### config.mk
export PLATFORM = sky130hd
export DESIGN_NAME = top_k_score_list_top
export DESIGN_NICKNAME = d
export VERILOG_FILES = /design/src/rtl/core/tkl_pkg.sv /design/src/rtl/core/tkl_mem.sv /design/src/rtl/core/tkl_ctrl.sv /design/src/rtl/core/top_k_score_list_top.sv
export SDC_FILE = /design/constraint.sdc
export NUM_CORES = 2
export LEC_CHECK = 0
export ABC_AREA = 0
export BUFFER_PORTS_ARGS = -buffer_cell sky130_fd_sc_hd__buf_4
export CAP_MARGIN = 10
export CELL_PAD_IN_SITES_DETAIL_PLACEMENT = 2
export CELL_PAD_IN_SITES_GLOBAL_PLACEMENT = 2
export CORE_MARGIN = 1.5
export CORE_UTILIZATION = 44
export CTS_CLUSTER_DIAMETER = 120
export DETAILED_ROUTE_END_ITERATION = 12
export PLACE_DENSITY_LB_ADDON = 0.1
export SLEW_MARGIN = 20
export SYNTH_ARGS = -nofsm -noshare
export SYNTH_HDL_FRONTEND = slang
export SYNTH_SLANG_ARGS = --single-unit
### constraint.sdc
create_clock -name clk -period 9.15 [get_ports clk]
set_input_delay 0.915 -clock clk [delete_from_list [all_inputs] [get_ports clk]]
set_output_delay 0.915 -clock clk [all_outputs]
set_load 0.02 [all_outputs]
### src/rtl/core/tkl_pkg.sv
// Package for the top-k score list: shared types and default constants.
// Used by tkl_mem, tkl_ctrl and top_k_score_list_top; depends on nothing.
`timescale 1ns / 1ps

package tkl_pkg;

    localparam int DEFAULT_LIST_DEPTH = 10;
    localparam int KEY_W              = 32;
    localparam int SCORE_W            = 32;
    localparam int RANK_W             = 4;

    localparam logic OP_UPDATE = 1'b0;
    localparam logic OP_CLEAR  = 1'b1;

    typedef struct packed {
        logic [KEY_W-1:0]   key;
        logic [SCORE_W-1:0] score;
    } entry_t;

    typedef enum logic [2:0] {
        ST_IDLE,
        ST_MERGE,
        ST_EMIT_PRE,
        ST_EMIT,
        ST_EMPTY
    } state_t;

endpackage

### src/rtl/core/tkl_mem.sv
// Entry memory for the top-k score list: one write port and one read port.
// The read data is registered. Uses tkl_pkg.
`timescale 1ns / 1ps

module tkl_mem
    import tkl_pkg::*;
#(
    parameter int DEPTH = 2 * DEFAULT_LIST_DEPTH,
    parameter int AW    = $clog2(2 * DEFAULT_LIST_DEPTH)
)
(
    input  logic          clk,
    input  logic          we,
    input  logic [AW-1:0] waddr,
    input  entry_t        wdata,
    input  logic [AW-1:0] raddr,
    output entry_t        rdata
);

    entry_t mem_q [DEPTH];
    entry_t rdata_reg;

    always_ff @(posedge clk)
    begin
        if (we)
        begin
            mem_q[waddr] <= wdata;
        end
    end

    always_ff @(posedge clk)
    begin
        rdata_reg <= mem_q[raddr];
    end

    assign rdata = rdata_reg;

endmodule

### src/rtl/core/tkl_ctrl.sv
// Sequencer for the top-k score list: merges an admitted update from one bank
// into the other bank, then reads the list out entry by entry. Uses tkl_pkg.
`timescale 1ns / 1ps

module tkl_ctrl
    import tkl_pkg::*;
#(
    parameter int LIST_DEPTH = DEFAULT_LIST_DEPTH,
    parameter int IW         = $clog2(DEFAULT_LIST_DEPTH + 1),
    parameter int AW         = $clog2(2 * DEFAULT_LIST_DEPTH)
)
(
    input  logic               clk,
    input  logic               rst_n,
    input  logic               start,
    output logic               busy,
    input  logic               opcode,
    input  logic [KEY_W-1:0]   item_key,
    input  logic [SCORE_W-1:0] item_score,
    output logic               mem_we,
    output logic [AW-1:0]      mem_waddr,
    output entry_t             mem_wdata,
    output logic [AW-1:0]      mem_raddr,
    input  entry_t             mem_rdata,
    output logic               result_strobe,
    output logic               entry_valid,
    output logic [RANK_W-1:0]  entry_rank,
    output logic [KEY_W-1:0]   entry_key,
    output logic [SCORE_W-1:0] entry_score,
    output logic               admitted,
    output logic               last_entry
);

    localparam logic [IW-1:0] DEPTH_C = IW'(LIST_DEPTH);
    localparam logic [IW-1:0] ONE_C   = IW'(1);

    state_t             state_reg, state_next;
    logic               bank_reg, bank_next;
    logic [IW-1:0]      count_reg, count_next;
    logic [SCORE_W-1:0] last_score_reg, last_score_next;
    logic [KEY_W-1:0]   key_reg, key_next;
    logic [SCORE_W-1:0] score_reg, score_next;
    logic               adm_reg, adm_next;
    logic [IW-1:0]      rd_reg, rd_next;
    logic [IW-1:0]      wr_reg, wr_next;
    logic               ins_reg, ins_next;
    logic               room;
    logic [SCORE_W-1:0] threshold;
    logic [IW-1:0]      rd_inc;

    function automatic logic [AW-1:0] mk_addr(input logic b, input logic [IW-1:0] idx);
        logic [AW-1:0] base;
        base = AW'(idx);
        return b ? (base + AW'(LIST_DEPTH)) : base;
    endfunction

    always_ff @(posedge clk or negedge rst_n)
    begin
        if (!rst_n)
        begin
            state_reg <= ST_IDLE;
            bank_reg  <= 1'b0;
            count_reg <= '0;
            adm_reg   <= 1'b0;
            rd_reg    <= '0;
            wr_reg    <= '0;
            ins_reg   <= 1'b0;
        end
        else
        begin
            state_reg <= state_next;
            bank_reg  <= bank_next;
            count_reg <= count_next;
            adm_reg   <= adm_next;
            rd_reg    <= rd_next;
            wr_reg    <= wr_next;
            ins_reg   <= ins_next;
        end
    end

    always_ff @(posedge clk)
    begin
        last_score_reg <= last_score_next;
        key_reg        <= key_next;
        score_reg      <= score_next;
    end

    assign room      = (wr_reg < DEPTH_C);
    assign threshold = (count_reg == DEPTH_C) ? last_score_reg : '0;
    assign rd_inc    = rd_reg + ONE_C;
    assign busy      = (state_reg != ST_IDLE);

    always_comb
    begin
        state_next      = state_reg;
        bank_next       = bank_reg;
        count_next      = count_reg;
        last_score_next = last_score_reg;
        key_next        = key_reg;
        score_next      = score_reg;
        adm_next        = adm_reg;
        rd_next         = rd_reg;
        wr_next         = wr_reg;
        ins_next        = ins_reg;

        mem_we        = 1'b0;
        mem_waddr     = mk_addr(!bank_reg, wr_reg);
        mem_wdata     = '{key: key_reg, score: score_reg};
        mem_raddr     = mk_addr(bank_reg, '0);
        result_strobe = 1'b0;
        entry_valid   = 1'b0;
        entry_rank    = '0;
        entry_key     = '0;
        entry_score   = '0;
        admitted      = adm_reg;
        last_entry    = 1'b0;

        case (state_reg)
            ST_IDLE:
            begin
                if (start)
                begin
                    key_next   = item_key;
                    score_next = item_score;
                    adm_next   = 1'b0;
                    rd_next    = '0;
                    wr_next    = '0;
                    ins_next   = 1'b0;
                    if (opcode == OP_CLEAR)
                    begin
                        count_next = '0;
                        state_next = ST_EMPTY;
                    end
                    else if (item_score > threshold)
                    begin
                        adm_next   = 1'b1;
                        state_next = ST_MERGE;
                    end
                    else
                    begin
                        state_next = ST_EMIT_PRE;
                    end
                end
            end

            ST_MERGE:
            begin
                if (rd_reg == count_reg)
                begin
                    if (!ins_reg && room)
                    begin
                        mem_we          = 1'b1;
                        last_score_next = score_reg;
                        count_next      = wr_reg + ONE_C;
                    end
                    else
                    begin
                        count_next = wr_reg;
                    end
                    bank_next  = !bank_reg;
                    state_next = ST_EMIT_PRE;
                end
                else if (!ins_reg && (mem_rdata.score <= score_reg))
                begin
                    ins_next  = 1'b1;
                    mem_raddr = mk_addr(bank_reg, rd_reg);
                    if (room)
                    begin
                        mem_we          = 1'b1;
                        last_score_next = score_reg;
                        wr_next         = wr_reg + ONE_C;
                    end
                end
                else
                begin
                    rd_next = rd_inc;
                    if (rd_inc < count_reg)
                    begin
                        mem_raddr = mk_addr(bank_reg, rd_inc);
                    end
                    if ((mem_rdata.key != key_reg) && room)
                    begin
                        mem_we          = 1'b1;
                        mem_wdata       = mem_rdata;
                        last_score_next = mem_rdata.score;
                        wr_next         = wr_reg + ONE_C;
                    end
                end
            end

            ST_EMIT_PRE:
            begin
                rd_next = '0;
                if (count_reg == '0)
                begin
                    state_next = ST_EMPTY;
                end
                else
                begin
                    state_next = ST_EMIT;
                end
            end

            ST_EMIT:
            begin
                result_strobe = 1'b1;
                entry_valid   = 1'b1;
                entry_rank    = RANK_W'(rd_reg);
                entry_key     = mem_rdata.key;
                entry_score   = mem_rdata.score;
                last_entry    = (rd_inc == count_reg);
                if (rd_inc == count_reg)
                begin
                    state_next = ST_IDLE;
                end
                else
                begin
                    rd_next   = rd_inc;
                    mem_raddr = mk_addr(bank_reg, rd_inc);
                end
            end

            ST_EMPTY:
            begin
                result_strobe = 1'b1;
                last_entry    = 1'b1;
                state_next    = ST_IDLE;
            end

            default:
            begin
                state_next = ST_IDLE;
            end
        endcase
    end

endmodule

### src/rtl/core/top_k_score_list_top.sv
// Top-k score list: up to LIST_DEPTH key and score pairs in descending score order.
// An update is merged from one bank into the other, one old entry per cycle apart from the
// insertion and the finishing step, then after a read setup state the list is read out
// one entry per cycle; a new item is accepted only once busy falls after the last result.
// Rejected updates and clears skip the merge. Results are one-cycle strobes the receiver
// cannot stall; reset empties the list only.
`timescale 1ns / 1ps

module top_k_score_list_top
    import tkl_pkg::*;
#(
    parameter int LIST_DEPTH = DEFAULT_LIST_DEPTH
)
(
    input  logic               clk,
    input  logic               rst_n,
    input  logic               start,
    output logic               busy,
    input  logic               opcode,
    input  logic [KEY_W-1:0]   item_key,
    input  logic [SCORE_W-1:0] item_score,
    output logic               result_strobe,
    output logic               entry_valid,
    output logic [RANK_W-1:0]  entry_rank,
    output logic [KEY_W-1:0]   entry_key,
    output logic [SCORE_W-1:0] entry_score,
    output logic               admitted,
    output logic               last_entry
);

    localparam int IW = $clog2(LIST_DEPTH + 1);
    localparam int AW = $clog2(2 * LIST_DEPTH);

    logic          mem_we;
    logic [AW-1:0] mem_waddr;
    entry_t        mem_wdata;
    logic [AW-1:0] mem_raddr;
    entry_t        mem_rdata;

    tkl_mem #(
        .DEPTH (2 * LIST_DEPTH),
        .AW    (AW)
    ) u_mem (
        .clk   (clk),
        .we    (mem_we),
        .waddr (mem_waddr),
        .wdata (mem_wdata),
        .raddr (mem_raddr),
        .rdata (mem_rdata)
    );

    tkl_ctrl #(
        .LIST_DEPTH (LIST_DEPTH),
        .IW         (IW),
        .AW         (AW)
    ) u_ctrl (
        .clk           (clk),
        .rst_n         (rst_n),
        .start         (start),
        .busy          (busy),
        .opcode        (opcode),
        .item_key      (item_key),
        .item_score    (item_score),
        .mem_we        (mem_we),
        .mem_waddr     (mem_waddr),
        .mem_wdata     (mem_wdata),
        .mem_raddr     (mem_raddr),
        .mem_rdata     (mem_rdata),
        .result_strobe (result_strobe),
        .entry_valid   (entry_valid),
        .entry_rank    (entry_rank),
        .entry_key     (entry_key),
        .entry_score   (entry_score),
        .admitted      (admitted),
        .last_entry    (last_entry)
    );

endmodule
==> summary.txt <==
Critical path
  • List of cells traversed by the critical path: inv_1 > ha_1 > nand4_1 > nor4_2 > nand3_1 > a21boi_1 > nor3_4 > nor2_4 > mux2i_1 > nor2_4 > nand3b_1 > nor2_4 > buf_4
  • Max stage delay on crit path: ~0.89 ns
  • R2r worst-path depth: 13
  • CP Data Required Time: approximately 9.6 ns
  • Critical R2R Launch: u_ctrl.score_reg[31]$_DFFE_PP_
  • Largest fanout on the critical path: 50
  • Critical Path Most Common Cell: sky130_fd_sc_hd__nor2_4
  • Slowest stage cell on the critical path: sky130_fd_sc_hd__buf_4
  • Signal arrival time at the worst endpoint: about 6.6 ns
  • Worst setup path category: reg -> reg
  • End of the worst register-to-register path: u_mem.mem_q[14][5]$_DFFE_PP_
  • Critical Path Sink Type: flip-flop
  • Crit path launch type: flip-flop
  • Setup slack, reg-to-reg: approximately 3 ns
  • Critical path startpoint: u_ctrl.score_reg[31]$_DFFE_PP_
  • Endpoint of the worst setup timing path: u_mem.mem_q[14][5]$_DFFE_PP_

Timing
  • Final setup viols: 0
  • Final worst-path setup slack: approximately 3 ns
  • Count of pins over their slew limit: 0
  • Final Cycle Share: 0.6810
  • Worst setup skew after layout: 0.02568 ns
  • Peak Freq: about 0.16 GHz
  • Min Hold Slack: 0.2822 ns
  • Min Tclk post-route: slightly above 6 ns
  • Worst-case headroom to the max-slew limit: 0.2012
  • Worst-margin pin slew: roughly 1.2 ns
  • RSZ-0062 raised after global routing: false
  • Setup TNS: 0 ns
  • Hold Fails Final Rpt: 0

Cells and area
  • Post-layout net count: about 4900
  • Fill count: approximately 13000
  • Fraction of layout instances using a drive strength above 1: 0.1128
  • Flip-flop count of the largest register, all copies and words added: 1280
  • Growth of design area from synthesis to finish: 13.98%

Yosys
  • Fraction of synthesized cell area taken by the top area cell type: 0.6945
  • Post-synth EDFFs: roughly 1400
  • Post-synth top flop: sky130_fd_sc_hd__edfxtp_1
  • Fraction of the yosys area taken by sequential cells: 0.7236
  • Most repeated cell in the gate-level netlist after synthesis: sky130_fd_sc_hd__edfxtp_1
  • Most area-hungry cell type in the Yosys netlist: sky130_fd_sc_hd__edfxtp_1
  • Synth Warn #: 0
  • Flip-flop and latch count after synthesis: ~1500
  • Cell Area, Synth: 0.05949 mm²
  • Post-synthesis net count: 4806
  • Number of unique standard cell types used by synthesis: 67
  • Cell types occupying the most area after synthesis: sky130_fd_sc_hd__edfxtp_1, sky130_fd_sc_hd__nand2_1, sky130_fd_sc_hd__a21oi_1
  • Mean Syn Cell Area: 12.75 µm²
  • Most frequent cells after synthesis: sky130_fd_sc_hd__edfxtp_1, sky130_fd_sc_hd__nand2_1, sky130_fd_sc_hd__a21oi_1
  • Count of mapped cells out of synthesis: around 4700
  • Share of async-settable or async-resettable flops after synthesis: 0.01235

CTS
  • Number of buffers inserted by post-CTS setup repair: 0
  • CTS clk-pin slew, worst paths: around 0.060 ns
  • Resized cells post-CTS: 0
  • Clock Root Buffer: sky130_fd_sc_hd__clkbuf_16
  • CTS max path bufs: 3
  • Count of clock tree sinks: 1458
  • Clock tree from TritonCTS: done
  • Clock latency on the worst-skew pair: ~0.82 ns
  • Number of buffers created by CTS: between 150 and 200
  • Maximum level of the CTS H-tree: 4

Floorplanning
  • Placement row count: ~130
  • Initial Util: 0.4447
  • # IOs: between 100 and 150
  • Core Region: between 0.1 and 0.15 mm²
  • Vertical extent of the die: about 370 µm
  • Total Die Area: approximately 0.14 mm²
  • X dimension of the die: ~370 µm

Route
  • Avg WL per Cell: between 30 and 40 µm
  • Remaining routing DRC violations: 0
  • Count of antenna-violating nets left after detailed routing: 0
  • Vias post-DR: just over 40000
  • Pre-Repair DR Iteration Count: 6
  • Post-Route M1 WL: a little under 90000 µm
  • Number of violations reported at the end of detailed-routing iteration 0: approximately 3700
  • Avg Vias per Cell: about 6.1
  • Wire length on met2: 104000 µm
  • Uppermost metal layer occupied by signal nets: met5
  • Final wirelength: around 210000 µm
  • Routed met3 length: 10960 µm

Power
  • Maximum ir drop on the vdd rail: between 0.0003 and 0.0004 V
  • Static power due to leakage: approximately 23 nW
  • Total power density per cell area: 327.0 mW/mm²

Placement
  • DP Worst Slack: ~2.5 ns
  • DPL Wire Length: 115100 µm
  • Final Wtd Congestion: between 0.7 and 0.8
  • Input/output buffers: 140

Hold path
  • Hold path startpoint: item_key[26]
  • Number of instances on the worst hold path: 1
  • Kind of path behind the tightest hold check: in -> reg

Run
  • Maximum capacitance violations: 0

GRT
  • Via count of the first global-routing pass: about 44000
  • Largest net degree at the start of global routing: 172
  • Initial antenna violation count: 10
  • Overall fraction of global-route tracks in use: 0.3029
  • Wire length of the first global-routing pass: 305300 µm
  • Grt ovf: 0

Outcome
  • Result of the run: finished, final reports clean
-- area by class of cell --
class	count	area [µm²]	share of cell area
clock buffer	218	4489	0.06621
inverter	49	185.2	0.002731
clock inverter	75	673.1	0.009927
multi-input combinational	2849	15250	0.2249
timing repair buffer	218	1942	0.02864
tap	1768	2212	0.03262
sequential	1458	43050	0.6349
antenna	1	2.502	0.00003690
-- worst max-delay path: cells and delay by family, from the launching register on --
kind	cells	cell delay (ns)
flip-flops	1	0.34
AO/OA/AOI/OAI	1	0.30
AND/OR/NAND/NOR	8	3.64
adder cells (fa/ha/maj)	1	0.34
multiplexers	1	0.17
buffers and inverters	2	0.97
-- logic make-up (layout without fill, tap and decap cells) --
kind of cell             after synthesis  after routing  share of synthesized area
AND/OR/NAND/NOR                     1679           1679                     0.1211
flip-flops                          1458           1458                     0.7236
AO/OA/AOI/OAI                       1006           1006                    0.09885
buffers and inverters                358            560                    0.02589
adder cells (fa/ha/maj)               73             73                    0.01535
multiplexers                          50             50                   0.009169
XOR/XNOR                              41             41                   0.006036
other                                  0              1                          0
-- metrics by stage --
step,cells,util,total power [mW],instance area [µm²]
6_report,6636,0.5068,22.17,67810
2_1_floorplan,4665,-,12.90,59490
4_1_cts,6632,0.5061,22.25,67710
3_5_place_dp,6338,0.4675,15.58,62540
5_1_grt,6635,0.5068,23.02,67810
3_3_place_gp,6338,0.4675,15.22,62540
-- report_power, final --
| part | internal (mW) | total, mW | switching, mW | leakage (nW) |
|---|---|---|---|---|
| clock network | 3.76 | 6.52 | 2.76 | 2.54 |
| logic | 1.77 | 7.07 | 5.30 | 7.02 |
| registers | 8.23 | 8.58 | 0.346 | 13.2 |
-- layer usage --
layer / track usage / vias to the layer above
li1: - / 17330
met1: 0.4017 / 21600
met2: 0.5161 / 1361
met3: 0.03917 / 348
met4: 0.09851 / 4
met5: 0 / -
-- worst min path at each step --
stage                                      endpoint  slack (ns)
finish                 u_ctrl.key_reg[26]$_DFFE_PP_        0.28
global placement        u_ctrl.admitted$_DFFE_PN0P_        0.53
floorplan           u_ctrl.count_reg[0]$_DFFE_PN0P_        0.50
global route           u_ctrl.key_reg[16]$_DFFE_PP_        0.27
detailed placement      u_ctrl.admitted$_DFFE_PN0P_        0.54
CTS                    u_ctrl.key_reg[26]$_DFFE_PP_        0.24
-- cells in the final DEF (no fill, tap or decap), types with 14 or more instances in the layout --
cell / Yosys / final
sky130_fd_sc_hd__nor4_1: 72 / 69
sky130_fd_sc_hd__o21ai_2: 0 / 22
sky130_fd_sc_hd__ha_1: 73 / 73
sky130_fd_sc_hd__o2111ai_1: 63 / 63
sky130_fd_sc_hd__and2_1: 66 / 66
sky130_fd_sc_hd__nand4_1: 23 / 23
sky130_fd_sc_hd__mux2_2: 36 / 36
sky130_fd_sc_hd__nor2_4: 1 / 25
sky130_fd_sc_hd__o21a_1: 69 / 69
sky130_fd_sc_hd__xnor2_1: 36 / 36
sky130_fd_sc_hd__clkinv_1: 0 / 28
sky130_fd_sc_hd__edfxtp_1: 1376 / 1376
sky130_fd_sc_hd__nor3_1: 136 / 136
sky130_fd_sc_hd__a211oi_1: 64 / 64
sky130_fd_sc_hd__nand2_1: 1150 / 1150
sky130_fd_sc_hd__buf_4: 8 / 194
sky130_fd_sc_hd__mux2i_1: 14 / 14
sky130_fd_sc_hd__dfxtp_1: 64 / 64
sky130_fd_sc_hd__a21oi_1: 410 / 410
sky130_fd_sc_hd__nand3_1: 140 / 140
sky130_fd_sc_hd__dfrtp_1: 18 / 18
sky130_fd_sc_hd__inv_1: 48 / 48
sky130_fd_sc_hd__buf_12: 0 / 21
sky130_fd_sc_hd__o21ai_1: 41 / 27
sky130_fd_sc_hd__clkinv_2: 0 / 29
sky130_fd_sc_hd__nor2_1: 54 / 30
sky130_fd_sc_hd__clkbuf_1: 153 / 38
sky130_fd_sc_hd__o21ai_0: 234 / 224
sky130_fd_sc_hd__clkbuf_16: 0 / 166
sky130_fd_sc_hd__clkbuf_8: 0 / 14
sky130_fd_sc_hd__a31oi_1: 67 / 67
sky130_fd_sc_hd__a21o_1: 18 / 17
-- timing repair --
item | 4_1_cts | 5_1_grt
hold buffers | 1 | 0
hold endpoints to repair | 18 | 0
endpoints found under the setup margin | 0 | 0
Power figures use the tool's default switching activity.
